<file path="config.mk">
export PLATFORM = sky130hd
export DESIGN_NAME = qscd_sq_round
export DESIGN_NICKNAME = d
export VERILOG_FILES = /design/src/qscd_pkg.sv /design/src/qscd_sq_round.sv
export SDC_FILE = /design/constraint.sdc
export NUM_CORES = 1
export LEC_CHECK = 0
export BUFFER_PORTS_ARGS = -buffer_cell sky130_fd_sc_hd__buf_2
export CAP_MARGIN = 25
export CORE_ASPECT_RATIO = 0.75
export CORE_MARGIN = 2
export CORE_UTILIZATION = 45
export DETAILED_ROUTE_END_ITERATION = 16
export PLACE_DENSITY_LB_ADDON = 0.15
export SYNTH_ARGS = -nofsm -noshare
export SYNTH_HDL_FRONTEND = slang
export SYNTH_SLANG_ARGS = --single-unit
</file>
<file path="constraint.sdc">
create_clock -name vclk -period 7.2
set_clock_uncertainty 0.05 [all_clocks]
set_input_delay 1.08 -clock vclk [all_inputs]
set_output_delay 1.08 -clock vclk [all_outputs]
set_load 0.005 [all_outputs]
</file>
<file path="src/qscd_pkg.sv">
package qscd_pkg;

  // grid and number format
  localparam int MAX_CELLS = 1024;
  localparam int CELL_W    = $clog2(MAX_CELLS);
  localparam int FRAC_BITS = 16;
  localparam int ACC_WIDTH = 40;
  localparam int POS_W     = 27;
  localparam int IPART_W   = POS_W - FRAC_BITS;
  localparam int D_W       = FRAC_BITS + 1;
  localparam int W_W       = FRAC_BITS + 2;

  // configuration register widths
  localparam int NCELL_W = 11;
  localparam int RULE_W  = 2;

  // configuration register indexes
  localparam logic [1:0] REG_CELLS = 2'd0;
  localparam logic [1:0] REG_LEFT  = 2'd1;
  localparam logic [1:0] REG_RIGHT = 2'd2;

  // wall rules
  localparam logic [RULE_W-1:0] RULE_DROP = 2'd0;
  localparam logic [RULE_W-1:0] RULE_SUB  = 2'd1;
  localparam logic [RULE_W-1:0] RULE_FOLD = 2'd2;
  localparam logic [RULE_W-1:0] RULE_WRAP = 2'd3;

  // input opcodes
  localparam logic OP_DEPOSIT = 1'b0;
  localparam logic OP_READ    = 1'b1;

  localparam logic [D_W-1:0] ONE = D_W'(1) << FRAC_BITS;

  typedef logic signed [ACC_WIDTH-1:0] acc_t;
  typedef logic signed [W_W-1:0]       weight_t;

  // single port memory request
  typedef struct packed {
    logic              en;
    logic              we;
    logic [CELL_W-1:0] addr;
    acc_t              wdata;
  } mem_req_t;

endpackage

</file>
<file path="src/qscd_sq_round.sv">
module qscd_sq_round import qscd_pkg::*; (
  input  logic [D_W-1:0]       x,
  output logic [FRAC_BITS-1:0] w
);

  logic [2*D_W-1:0] prod;
  logic [2*D_W-1:0] rnd;

  // round(x*x/2) at FRAC_BITS fraction bits, half up
  always_comb begin
    prod = x * x;
    rnd  = prod + ((2*D_W)'(1) << FRAC_BITS);
    w    = rnd[2*FRAC_BITS:FRAC_BITS+1];
  end

endmodule

</file>
==> run summary <==
Status: complete, but fails checks
Failing checks: setup timing
Count leader, synth: inv_1
Initial Util: 45.5%
Max_slew headroom: 77.4%
Inserted Diodes: 0
First-iteration detailed-routing DRC count: 245
Share of cells above drive strength 1: 29.8%
Max cap viols: 0
Final Hold Fails: 0
# DRC: 0
Die W: 157 µm
Vias in the first global route: 6395
Wire length on met2: 7930 µm
Largest net degree at the start of global routing: 18
Worst Setup End Kind: output port
First-pass GRT wire length: 32800 µm
Layout clock buffers: 0
Initial antenna violation count: 0
Sequential cell area: 0 µm²
Site row count: 42
Worst-margin pin slew: 0.339 ns
Netlist cell types: 42
Setup WS post-layout: -0.186 ns
Final min period: 7.39 ns
M1 WL: 10100 µm
Seq Cell Count: 0
Register area share after synthesis: 0%
Fin cells: 1289
Die area: 0.0187 mm²
GP Congestion: 0.876
Unrepaired setup endpoints after global routing: true
Core Area: 0.0174 mm²
CP Launch Type: input pin
P&R area growth vs syn: 30.8%
DIE HEIGHT: 119 µm
Netlist Area Pre-Place: 0.00794 mm²
Syn Area/Cell: 9.14 µm²
All-Layer GR Usage: 22.5%
Commonest cells post-synth: 269 x inv_1, 189 x fa_1, 115 x ha_1
Top Layer Used: met4
Setup Viol. Count Final: 13
Mapped Nets: 1190
WL/cell: 15.0 µm
Routed wire length: 19400 µm
Critical path peak fanout: 10
Filler cell count: 1584
Crit share post-route: 103%
Vias per inst: 4.59
Synth warn: 0
Setup Crit Path Kind: in2out
Crit path DAT: 6.26 ns
Slew Viols, Final: 0
Met3 WL: 1230 µm
Dominant cells by area after synthesis: fa_1 48%, ha_1 18%, inv_1 13%
Required time worst endpoint: 6.07 ns
Routed via count: 5921
DP HPWL: 16800 µm
CP endpoint: w[9]
Dpl cells: 1269
Drt first pass iters: 4
I/O pin count: 33
Top-area cell type share of the netlist area: 47.7%
Max Freq: 135 MHz
Port Buffer Count: 33
Final Net Count: 1370
Gate Count Post-Synth: 869
GRT overflow: 0
Hold Slack: 2.76 ns
Yosys top cell by area: fa_1
Setup crit start: x[5]
HP Class: in2out
Hold wc startpoint: x[16]
Routed Antenna Nets: 0
[placed cells by master, fill, tap and decap left out, types with 8 or more instances in the layout]
master and instances:
buf_4 151, nand2_1 72, and2_4 9, buf_12 9, buf_2 18, nor2_1 10, fa_1 174, ha_1 93
inv_1 257, nand2_2 11, fa_2 15, a21oi_2 8, buf_6 15, inv_2 11, and2_1 48, xnor2_1 16
a21oi_1 14, ha_4 21
[through the flow]
step	setup slack (ns)	cell area (µm²)	TNS [ns]	utilization (%)
detailed placement	-0.466	9430	-5.09	54.1
finish	-0.186	10400	-1.43	59.5
floorplan	0.00560	7960	0	-
CTS	-0.188	10100	-1.65	58.0
global placement	-0.501	9430	-5.36	54.1
global route	-0.349	10400	-4.05	59.5
[repair_timing]
| action | in CTS | in global routing |
|---|---|---|
| buffers inserted | 17 | 3 |
| pin swaps | 70 | 26 |
| setup endpoints to repair | 16 | 15 |
| gates resized for setup | 128 | 49 |
| hold buffers | 0 | 0 |
[per-layer routing]
metal	global-route usage (%)	vias up
li1	-	2926
met3	3.60	4
met2	31.6	100
met5	0	-
met1	37.7	2891
met4	1.25	0
[worst min path at each step]
| stage | end | depth (start not counted) | slack (ns) |
|---|---|---|---|
| 6_report | w[15] | 5 | 2.76 |
| 3_3_place_gp | w[15] | 5 | 2.72 |
| 2_1_floorplan | w[15] | 3 | 2.37 |
| 5_1_grt | w[15] | 5 | 2.80 |
| 4_1_cts | w[15] | 5 | 2.75 |
| 3_5_place_dp | w[15] | 5 | 2.73 |
[final cells by class]
type,count,area [µm²],area share (%)
multi-input combinational,581,7440,71.7
timing repair buffer,197,1630,15.6
inverter,269,1010,9.77
tap,242,303,2.91
[cells by family (layout without fill, tap and decap cells)]
logic type | count (synthesis) | count (layout) | synth area share (%)
adder cells (fa/ha/maj) | 304 | 304 | 65.8
AO/OA/AOI/OAI | 71 | 71 | 6.30
multiplexers | 1 | 1 | 0.142
XOR/XNOR | 30 | 30 | 3.31
AND/OR/NAND/NOR | 175 | 175 | 10.8
buffers and inverters | 288 | 466 | 13.6
[worst max-delay path, stage by stage]
cell and delay [ns]:
buf_12 0.12, buf_4 0.16, buf_12 0.15, buf_4 0.13, nand2_2 0.07, inv_1 0.06
fa_1 0.48, fa_1 0.52, ha_2 0.20, fa_1 0.47, inv_1 0.05, fa_1 0.53
inv_1 0.05, fa_1 0.48, ha_4 0.30, and4_4 0.22, a21oi_1 0.06, o31a_1 0.32
o31a_1 0.35, o21ai_2 0.16, xor2_1 0.15, buf_2 0.13
Power is not shown: default switching activity piles up to over one toggle a cycle in this logic, so the estimate is an artifact.
