File: config.mk
export PLATFORM = sky130hd
export DESIGN_NAME = qscd_sat_add
export DESIGN_NICKNAME = d
export VERILOG_FILES = /design/src/qscd_pkg.sv /design/src/qscd_sat_add.sv
export SDC_FILE = /design/constraint.sdc
export NUM_CORES = 1
export LEC_CHECK = 0
export BUFFER_PORTS_ARGS = -buffer_cell sky130_fd_sc_hd__buf_2
export CORE_MARGIN = 4
export CORE_UTILIZATION = 35
export DETAILED_ROUTE_END_ITERATION = 8
export GPL_TIMING_DRIVEN = 0
export SYNTH_ARGS = -nofsm -noshare
export SYNTH_HDL_FRONTEND = slang
export SYNTH_SLANG_ARGS = --single-unit
File: constraint.sdc
create_clock -name vclk -period 5.1
set_input_delay 0.765 -clock vclk [all_inputs]
set_output_delay 0.765 -clock vclk [all_outputs]
set_load 0.02 [all_outputs]
File: src/qscd_pkg.sv
package qscd_pkg;

  // grid and number format
  localparam int MAX_CELLS = 1024;
  localparam int CELL_W    = $clog2(MAX_CELLS);
  localparam int FRAC_BITS = 16;
  localparam int ACC_WIDTH = 40;
  localparam int POS_W     = 27;
  localparam int IPART_W   = POS_W - FRAC_BITS;
  localparam int D_W       = FRAC_BITS + 1;
  localparam int W_W       = FRAC_BITS + 2;

  // configuration register widths
  localparam int NCELL_W = 11;
  localparam int RULE_W  = 2;

  // configuration register indexes
  localparam logic [1:0] REG_CELLS = 2'd0;
  localparam logic [1:0] REG_LEFT  = 2'd1;
  localparam logic [1:0] REG_RIGHT = 2'd2;

  // wall rules
  localparam logic [RULE_W-1:0] RULE_DROP = 2'd0;
  localparam logic [RULE_W-1:0] RULE_SUB  = 2'd1;
  localparam logic [RULE_W-1:0] RULE_FOLD = 2'd2;
  localparam logic [RULE_W-1:0] RULE_WRAP = 2'd3;

  // input opcodes
  localparam logic OP_DEPOSIT = 1'b0;
  localparam logic OP_READ    = 1'b1;

  localparam logic [D_W-1:0] ONE = D_W'(1) << FRAC_BITS;

  typedef logic signed [ACC_WIDTH-1:0] acc_t;
  typedef logic signed [W_W-1:0]       weight_t;

  // single port memory request
  typedef struct packed {
    logic              en;
    logic              we;
    logic [CELL_W-1:0] addr;
    acc_t              wdata;
  } mem_req_t;

endpackage

File: src/qscd_sat_add.sv
module qscd_sat_add import qscd_pkg::*; (
  input  acc_t    a,
  input  weight_t w,
  output acc_t    y
);

  localparam acc_t ACC_MAX = {1'b0, {(ACC_WIDTH-1){1'b1}}};
  localparam acc_t ACC_MIN = {1'b1, {(ACC_WIDTH-1){1'b0}}};

  logic signed [ACC_WIDTH:0] sum;

  always_comb begin
    sum = (ACC_WIDTH+1)'(a) + (ACC_WIDTH+1)'(w);
    if (sum[ACC_WIDTH] != sum[ACC_WIDTH-1]) begin
      y = sum[ACC_WIDTH] ? ACC_MIN : ACC_MAX;
    end else begin
      y = sum[ACC_WIDTH-1:0];
    end
  end

endmodule

==> results of run 1 <==
-- worst max path at each step --
stage	from	end	slack (ns)	cells past startpoint
floorplan	a[0]	y[37]	1.03	11
global placement	w[17]	y[27]	0.53	13
detailed placement	a[0]	y[37]	0.51	13
CTS	a[0]	y[37]	0.48	13
global route	w[17]	y[27]	0.16	13
finish	w[17]	y[27]	0.46	12
-- stage by stage --
stage	instances	worst slack, ns
final	608	0.4593
after global routing	608	0.1554
after CTS	608	0.4833
after detailed placement	608	0.5106
after global placement	608	0.5254
after floorplan	408	1.030
-- power breakdown --
part | total [mW] | internal (mW) | leakage [nW] | switching (mW)
combinational | 0.729 | 0.276 | 1.57 | 0.454
clock | 0 | 0 | 0 | 0
sequential | 0 | 0 | 0 | 0
-- cells by family after synthesis --
kind of cell / after synthesis / share of synthesized area, %
adders and majority gates: 46 / 20.73
and+or+nand+nor: 128 / 22.82
xor gates and xnor gates: 34 / 10.82
buffers and inverters: 32 / 6.772
AOI/OAI and AO/OA: 166 / 38.14
muxes: 2 / 0.7273
-- Yosys cell counts, types with 2 or more instances --
master and instances:
a211oi_1 4, a211oi_2 2, a21o_1 11, a21oi_1 63, a21oi_2 13, a221oi_1 2, a31oi_1 5, and2_1 3
and3_1 6, buf_2 7, buf_4 5, buf_6 5, clkbuf_1 2, ha_1 40, inv_1 12, maj3_1 5
mux2i_1 2, nand2_1 40, nand2b_1 7, nand3_1 6, nand3b_1 2, nand4_1 9, nor2_1 30, nor2b_1 4
nor3_1 10, nor4_1 3, o2111ai_1 2, o211ai_1 4, o21a_1 5, o21ai_0 33, o21ai_1 8, o21bai_1 4
xnor2_1 22, xor2_1 12
-- layer usage --
metal	track usage (%)	wire [microns]	share of wire [%]	vias up
li1	-	-	-	1714
met4	0.2160	3	0.034	0
met3	1.875	448	5.2	2
met2	31.69	4145	48	88
met5	0	0	0	-
met1	24.27	4098	47	1496
-- final cells by class --
class | count | area, sq um
Multi-Input combinational cell | 376 | 2566
Fill cell | 868 | 4317
Timing Repair Buffer | 98 | 490.5
Inverter | 12 | 45.04
Buffer | 20 | 141.4
Tap cell | 102 | 127.6
==> summary.md, run 1 <==
Final hold slack: 2.027 ns. Data on the critical path is required at its endpoint by 4.34 ns. Of all nets on the critical path, the largest fanout is 23.

The number of primary I/O pins was 98; the stage delay of the slowest cell on the critical path was 0.56 ns. In this run the tool buffered the top-level ports with 98 buffer cells. The top cell types in the final layout, fill and taps aside, are 105 x buf_2, 63 x a21oi_1, 40 x nand2_1, 40 x ha_1, 33 x o21ai_0.

The floorplan has 32 rows. Cells with a size suffix above 1 make up 27.47% of the layout. Summing the sequential cell areas from Yosys gives 0% of the chip area. The most frequent standard cell in the layout excluding fill and tap cells was buf_2. Detailed placement ended at an HPWL of 7241 microns.

By area the synthesized netlist is led by ha_1 18%, a21oi_1 11%, xnor2_1 7.0%. The synthesized net count is 507. Across the run, the number of max-cap violations was 0. The worst hold path begins at w[0]. The max-slew violation count came out at 0.

In this run the mean area of a mapped cell was 6.747 sq um. In this run, post-CTS repair resized a total of 0 instances. The arrival time reported for the critical path endpoint was 3.88 ns; the headroom to the max-slew limit was 55.43%. Buffers added to address setup during post-CTS repair amount to 0.

The number of remaining DRC errors is 0, and the number of vias after detailed routing is 3300. The share of synthesized area in the top cell type comes to 18.18%. For the total chip power, the log shows 0.7292 mW. The via count of the first global-routing pass came out at 3226.

For this block, the routed nets add up to 8696 microns of wire. The number of endpoints with negative hold slack in the final report was 0. The run gives 0 as the initial antenna violation count. The static leakage is 1.565 nW, and the initial core utilization is 35.81%.

The biggest area contributor in the post-synthesis netlist is ha_1. The floorplan step set the die height to 96.69 microns. Across the VDD grid, the largest voltage drop is 0.00007892 V. There are 0 flip-flops and latches.

Relative to the synthesized area, the layout overhead comes to 22.45%. The placed instances occupy a cell area of 3371 sq um. The type of the most critical hold path was primary input to primary output. The run finished with clean final reports.

The logs give 0 for the clock tree buffer count of the final layout and 0 for the warning count from the yosys run. Broken down by cell family, the worst path's largest delay share belongs to compound AO/OA/AOI/OAI gates. The area enclosed by the die boundary was 9348 sq um; the average wire per standard cell was 14.30 microns. Timing would allow up to 215.5 MHz. For the final routed database, the setup TNS stands at 0 ns.

Once layout is complete, the utilization of the core stands at 43.85%. Across every metal layer, demand over resource in global routing totals 17.71%. For this run, the detailed router's first-pass iteration total came to 5.

After detailed routing, the number of vias per cell comes to 5.428. Wire length of the first global-routing pass: 14690 microns. The core region is 7687 sq um.

The worst hold path passes through 5 cells. Summing all non-filler instances in the final layout gives an area of 3371 sq um. Summing every instance area after synthesis gives 2753 sq um. The tools report the hold buffer count at CTS as 0. The number of antenna diodes in the final layout is 0. The clock period could shrink to 4.641 ns. The net count of the finished layout is 607.

The power per cell area works out to 216.3 nW/um^2. The worst setup path is captured at a primary output. The worst setup path is of the primary input to primary output kind. The tools report the final-report setup violation count as 0. For the pin with the worst max-slew slack, the measured transition is 0.6625 ns. The capture endpoint of the worst hold path is y[0]. Counting every instance in the synthesized netlist gives 408.

The final weighted congestion of routability-driven global placement is 0.9050. Walking the worst path, the cells encountered are buf_2, ha_1, a21oi_1, o21ai_1, a21oi_1, nor2_1, nor3_1, a221oi_4, nor2_4, buf_4, o21ai_1, buf_2. The worst path uses 90.99% of the clock period.

Setup repair after global routing left no endpoint under its margin. For this block, the initial DRC count from the detailed router was 132. Synthesis instantiated 54 different standard cells from the library.

The largest net degree at the start of global routing is 24, and the footprint of the flip-flops and latches is 0 sq um. Total buffers and inverters traversed by the critical path: 3. The total overflow left after global routing is 0. Once detail routing completed, the nets flagged for antenna violations numbered 0. On the critical path, the stage with the largest delay is an instance of nor3_1. The horizontal die dimension was 96.69 microns. The tools report the category of the worst setup path launch point as a primary input.
(Power assumes the default switching activity.)
==> inputs of run 2 (changes only) <==
--- a/config.mk
+++ b/config.mk
@@ -6,10 +6,10 @@
 export NUM_CORES = 1
 export LEC_CHECK = 0
 export BUFFER_PORTS_ARGS = -buffer_cell sky130_fd_sc_hd__buf_2
-export CORE_MARGIN = 4
 export CORE_UTILIZATION = 35
 export DETAILED_ROUTE_END_ITERATION = 8
 export GPL_TIMING_DRIVEN = 0
+export REMOVE_ABC_BUFFERS = 1
 export SYNTH_ARGS = -nofsm -noshare
 export SYNTH_HDL_FRONTEND = slang
 export SYNTH_SLANG_ARGS = --single-unit
==> run 2 against run 1 <==
- wire length shrank 6.0%
- maximum frequency down 5.1%
- flip-flop and latch count did not move
- total power is 4.0% lower
- sequential share of layout area unchanged
- worst setup slack got worse by 0.25 ns
- utilization about the same
- critical path type unchanged
- largest cell class unchanged
- highest routed layer unchanged
==> summary.md, run 2 (synthesis gave the netlist of run 1 again) <==
For the area enclosed by the die boundary, the log shows 8224 sq um (-12%). The average wire per standard cell was 13.95 microns (-2.5%); the post-route minimum period was 4.893 ns (+0.2519 ns). The number of endpoints with negative hold slack in the final report is 0 (unchanged), and the headroom to the max-slew limit is 48.68% (-6.7 points).

The worst setup path is captured at a primary output. The largest net degree at the start of global routing is 35 (+46%). Number of diodes: 0 (unchanged). The run gives 4.13 ns (+0.25 ns) as the arrival time reported for the critical path endpoint. The initial DRC count came out at 107 (-19%). Footprint of the flip-flops and latches: 0 sq um (unchanged). The biggest fanout along the worst timing path works out to 23 (unchanged). The logic gate share of total power was 100.0% (about the same); the overall overflow remaining after global route was 0 (unchanged). The largest vdd supply drop was 0.0001165 V (+48%). The tools report the final weighted congestion of routability-driven global placement as 0.8744 (-3.4%). In the layout the commonest cells are 98 x buf_2, 63 x a21oi_1, 40 x nand2_1, 40 x ha_1, 33 x o21ai_0.

The net switching power figure is 0.4435 mW (-2.2%). The tools report the initial antenna violation count as 0 (unchanged). The power share of the sequential group is 0% (unchanged), and the share of the clock period used by the worst path after layout is 95.93% (+4.9 points). The number of remaining DRC errors was 0 (unchanged); the final-report setup violation count was 0 (unchanged).

For the sequential cell count of the final layout, the log shows 0 (unchanged). For the clock tree buffer count of the final layout, the log shows 0 (unchanged). The core area is 7408 sq um (-3.6%), and the maximum frequency from static timing analysis is 204.4 MHz (-5.1%). The internal power was 0.2562 mW (-7.0%); the horizontal die dimension was 90.69 microns (-6.2%).

For the half-perimeter wire length after detailed placement, the log shows 6483 microns (-10%). The tools report the static leakage as 1.477 nW (-5.6%). The initial core utilization is 37.16% (+1.3 points). The logs give 18.36% (+0.65 points) for the global router's overall resource usage and 31 (-3.1%) for the row count. For the hold buffer count at CTS, the log shows 0 (unchanged).

The share of final-layout standard cells stronger than drive strength 1 came out at 25.05% (-2.4 points). The power per cell area is 215.6 nW/um^2 (-0.35%), and the post-route non-filler standard cell count is 586 (-3.6%). Relative to the synthesized area, the layout overhead comes to 17.91%. The total chip power is 0.6997 mW (-4.0%).

The most frequent standard cell in the layout excluding fill and tap cells is buf_2. The transition time at the pin with the least slew margin came out at 0.7698 ns (+0.1073 ns). The logs give 3223 (-2.3%) for the number of vias after detailed routing and 0 (unchanged) for the post-CTS setup-driven buffer insertion count. The run gives 0 (unchanged) as the total of max-cap violations. The tools report the sum of negative setup slack as 0 ns (unchanged). The wire length of the first global-routing pass is 13110 microns (-11%). The residual antenna-violating net count after detailed routing came out at 0 (unchanged). The tools report the required time at the worst-slack endpoint as 4.34 ns (about the same).

The type of the most critical hold path is primary input to primary output. The cell total after placement was 585 (-3.8%); the layout net count was 588 (-3.1%). The count of filler cells inserted in the layout was 815 (-6.1%); the relative contribution of the clock network to total power was 0% (unchanged).

The number of vias per cell is 5.500 (+1.3%), and the number of I/O port buffers is 98 (unchanged). The number of primary I/O pins was 98 (unchanged). The aggregate routed wire length came out at 8175 microns (-6.0%). The count of TritonRoute iterations in the first routing pass is 4 (-1).

The worst setup path is launched from a primary input. The run gives 2876 (-11%) as the via count of the first global-routing pass. The flow ran to the end, and the final reports show no timing, DRC or antenna violations.

The net switching share of the total power was 63.38% (+1.2 points). Setup repair after global routing could not meet its margin everywhere. The vertical extent of the die was 90.69 microns (-6.2%); the max-slew violation count was 0 (unchanged).

The worst setup path is of the primary input to primary output kind.
run 2: changes by cell type in the layout (fill, tap and decap cells not counted):
cell / previous run / this run
clkbuf_2: 1 / 0
nand2_4: 1 / 0
nor2_4: 1 / 2
buf_6: 5 / 0
buf_4: 5 / 0
nand2_8: 0 / 1
clkbuf_1: 2 / 0
buf_2: 105 / 98
run 2: power by group through the flow:
stage                     Clock (mW)  Combinational, mW  Sequential [mW]
after floorplan                    0              0.494                0
after global placement             0              0.687                0
after detailed placement           0              0.690                0
after CTS                          0              0.693                0
after global routing               0              0.766                0
final                              0              0.700                0
run 2: area by class of cell:
type | instances | area [sq um] | share of cell area [%]
Multi-Input combinational cell | 377 | 2586 | 79.68
Timing Repair Buffer | 98 | 490.5 | 15.11
Tap cell | 99 | 123.9 | 3.817
Inverter | 12 | 45.04 | 1.388
run 2: layer usage:
metal	vias to the layer above	global-route usage [%]	share of wire, %
met1	1457	26.61	50
li1	1683	-	-
met5	-	0	0
met3	2	1.094	4.8
met2	81	31.12	45
met4	0	0.4032	0.18
run 2: critical path, stage by stage:
cell and delay (ns):
buf_2 0.26, ha_1 0.56, nand4_1 0.19, or4_4 0.56
a211oi_2 0.22, nor4_1 0.08, and3b_1 0.61, nor2_4 0.23
o41ai_2 0.42, buf_2 0.22
run 2: final timing paths:
kind / from / to / depth (start not counted)
setup / recovery: w[17] / y[37] / 10
hold / removal: w[0] / y[0] / 5
run 2: repair_timing:
item / CTS / global route
resized for setup: 0 / 2
setup endpoints to repair: 1 / 34
cloned: 0 / 1
endpoints found under the hold margin: 0 / 0
pin swaps: 1 / 1
run 2: metrics by stage:
| step | setup slack [ns] | util, % | instance area, sq um | hold WS (ns) |
|---|---|---|---|---|
| after detailed placement | 0.01295 | 43.54 | 3226 | 2.019 |
| after CTS | 0.01131 | 43.54 | 3226 | 2.022 |
| final | 0.2074 | 43.81 | 3246 | 2.018 |
| after floorplan | 0.8672 | - | 2611 | 1.874 |
| after global routing | -0.009751 | 43.81 | 3246 | 2.100 |
| after global placement | 0.04244 | 43.54 | 3226 | 2.004 |
==> inputs of run 3 (changes only) <==
--- a/config.mk
+++ b/config.mk
@@ -8,7 +8,6 @@
 export BUFFER_PORTS_ARGS = -buffer_cell sky130_fd_sc_hd__buf_2
 export CORE_UTILIZATION = 35
 export DETAILED_ROUTE_END_ITERATION = 8
-export GPL_TIMING_DRIVEN = 0
 export REMOVE_ABC_BUFFERS = 1
 export SYNTH_ARGS = -nofsm -noshare
 export SYNTH_HDL_FRONTEND = slang
==> run 3 against run 2 <==
- critical endpoint is now y[0]
- critical path depth stayed put
- count of clock-buffer cells in the layout stayed put
- maximum frequency rose by 4.1%
- first-iteration DRC count rose by 30%
- non-clock buffer count up 4
- largest power group unchanged
- hold slack improved by 0.023 ns
- total power decreased by 0.26%
- combinational power about the same
==> summary.md, run 3 (synthesis gave the netlist of run 1 again) <==
Power per cell area: 214.4 nW/um^2 (-0.57%). The tools report the number of remaining DRC errors as 0 (unchanged). The global router's overall resource usage is 19.11% (+0.75 points), and the largest net degree at the start of global routing is 35 (unchanged). The run gives 0 (unchanged) as the number of endpoints with negative hold slack in the final report.

The run gives 3053 (+6.2%) as the via count of the first global-routing pass. For the initial core utilization, the log shows 37.16% (unchanged). The flow ran to the end, and the final reports show no timing, DRC or antenna violations. The number of vias after detailed routing was 3190 (-1.0%). The final design area excluding fillers is 3256 sq um (+0.31%).

The tools report the wire length of the first global-routing pass as 13580 microns (+3.6%). For the clock tree buffer count of the final layout, the log shows 0 (unchanged). The post-route minimum period was 4.699 ns (-0.1939 ns). The growth of design area from synthesis to finish was 18.27%. The half-perimeter wire length after detailed placement came out at 6772 microns (+4.5%).

Worst-case setup margin in the final layout: 0.4013 ns (+0.1939 ns). The critical path capture point type is a primary output. The required time at the worst-slack endpoint was 4.34 ns (about the same); the horizontal die dimension was 90.69 microns (unchanged). The count of filler cells inserted in the layout is 807 (-0.98%). Static leakage: 1.497 nW (+1.3%). In this run the most critical hold path is launched from w[0].

The logs give 0 (unchanged) for the hold buffer count at CTS and 0 (unchanged) for the number of cells upsized or downsized after cts. The number of primary I/O pins was 98 (unchanged). The average wire per standard cell is 13.80 microns (-1.0%), and the share of the clock period used by the worst path after layout is 92.13% (-3.8 points).

For the post-CTS setup-driven buffer insertion count, the log shows 0 (unchanged). The run gives 8131 microns (-0.54%) as the aggregate routed wire length. For the sum of negative setup slack, the log shows 0 ns (unchanged).

The tightest min-delay check is of the primary input to primary output type. The count of TritonRoute iterations in the first routing pass came out at 4 (unchanged). The run gives 139 (+30%) as the initial DRC count.

The biggest fanout along the worst timing path works out to 34 (+48%). The max-slew violation count was 0 (unchanged); the transition time at the pin with the least slew margin was 0.6865 ns (-0.08324 ns). For the residual antenna-violating net count after detailed routing, the log shows 0 (unchanged). The overall overflow remaining after global route was 0 (unchanged); the cell depth of the worst min-delay path was 5 (unchanged).

The tools report the core area as 7408 sq um (unchanged). The number of I/O port buffers is 98 (unchanged). For the final-report setup violation count, the log shows 0 (unchanged). Setup repair after global routing left no endpoint under its margin. Classification of the worst setup path: primary input to primary output.

The run gives 212.8 MHz (+4.1%) as the maximum frequency from static timing analysis. The worst setup path is launched from a primary input. The headroom to the max-slew limit was 53.81% (+5.1 points). The arrival time reported for the critical path endpoint is 3.93 ns (-0.20 ns), and the footprint of the flip-flops and latches is 0 sq um (unchanged). The number of vias per cell was 5.416 (-1.5%).

The sequential cell count of the final layout came out at 0 (unchanged). The total of max-cap violations is 0 (unchanged). The share of final-layout standard cells stronger than drive strength 1 was 25.51% (+0.46 points); the final weighted congestion of routability-driven global placement was 0.8686 (-0.66%). The vertical extent of the die is 90.69 microns (unchanged), and the largest vdd supply drop is 0.00009733 V (-16%).

The number of diodes came out at 0 (unchanged). The row count is 31 (unchanged). The worst setup slack after placement came out at 0.4197 ns (+0.4068 ns). The worst hold path terminates at y[0].

The most frequent standard cell in the layout excluding fill and tap cells is buf_2. The final hold slack is 2.041 ns (+0.02328 ns), and the layout net count is 591 (+0.51%). The area enclosed by the die boundary was 8224 sq um (unchanged).

In the layout the commonest cells are 98 x buf_2, 63 x a21oi_1, 40 x nand2_1, 40 x ha_1, 33 x o21ai_0. For the instance area at placement, the log shows 3256 sq um (+0.93%). The initial antenna violation count was 0 (unchanged).
## run 3: changes by cell type in the layout (fill, tap and decap cells not counted), sizes merged
| cell | change |
|---|---|
| buf | +4 |
| nor2 | -1 |
## run 3: area by class of cell
type	instances	area, sq um	share of cell area, %
inverters	12	45.04	1.384
multi-input cells	376	2566	78.82
repair buffers	102	520.5	15.99
well taps	99	123.9	3.805
## run 3: routing by layer
metal / vias to the layer above / global-route usage, % / routed length (microns)
met5: - / 0 / 0
met2: 76 / 33.84 / 3695
li1: 1678 / - / -
met1: 1434 / 26.49 / 4041
met3: 2 / 1.178 / 380
met4: 0 / 0.5376 / 14
## run 3: stage by stage
stage	utilization (%)	std cells	power [mW]
2_1_floorplan	-	388	0.4941
3_3_place_gp	43.95	589	0.6954
3_5_place_dp	43.95	589	0.6963
4_1_cts	43.95	589	0.6998
5_1_grt	43.95	589	0.7641
6_report	43.95	589	0.6979
## run 3: worst max-delay path, cell delays in order
cell and delay [ns]:
buf_2 0.27, ha_1 0.58, nand4_1 0.18, or4_4 0.56, a211oi_2 0.21, nor4_1 0.08, and3b_1 0.47, nand2_4 0.35
a21oi_1 0.26, buf_2 0.18
## run 3: report_power, final
| part | leakage [nW] | switching, mW | internal [mW] |
|---|---|---|---|
| registers | 0 | 0 | 0 |
| clock network | 0 | 0 | 0 |
| logic | 1.50 | 0.437 | 0.260 |
## run 3: worst max-delay path by stage
stage / endpoint / cells past startpoint / startpoint / slack (ns)
floorplan: y[37] / 11 / a[0] / 0.87
global placement: y[13] / 11 / w[17] / 0.48
detailed placement: y[0] / 10 / w[17] / 0.42
CTS: y[0] / 10 / w[17] / 0.40
global route: y[1] / 11 / w[17] / 0.12
finish: y[0] / 10 / w[17] / 0.40
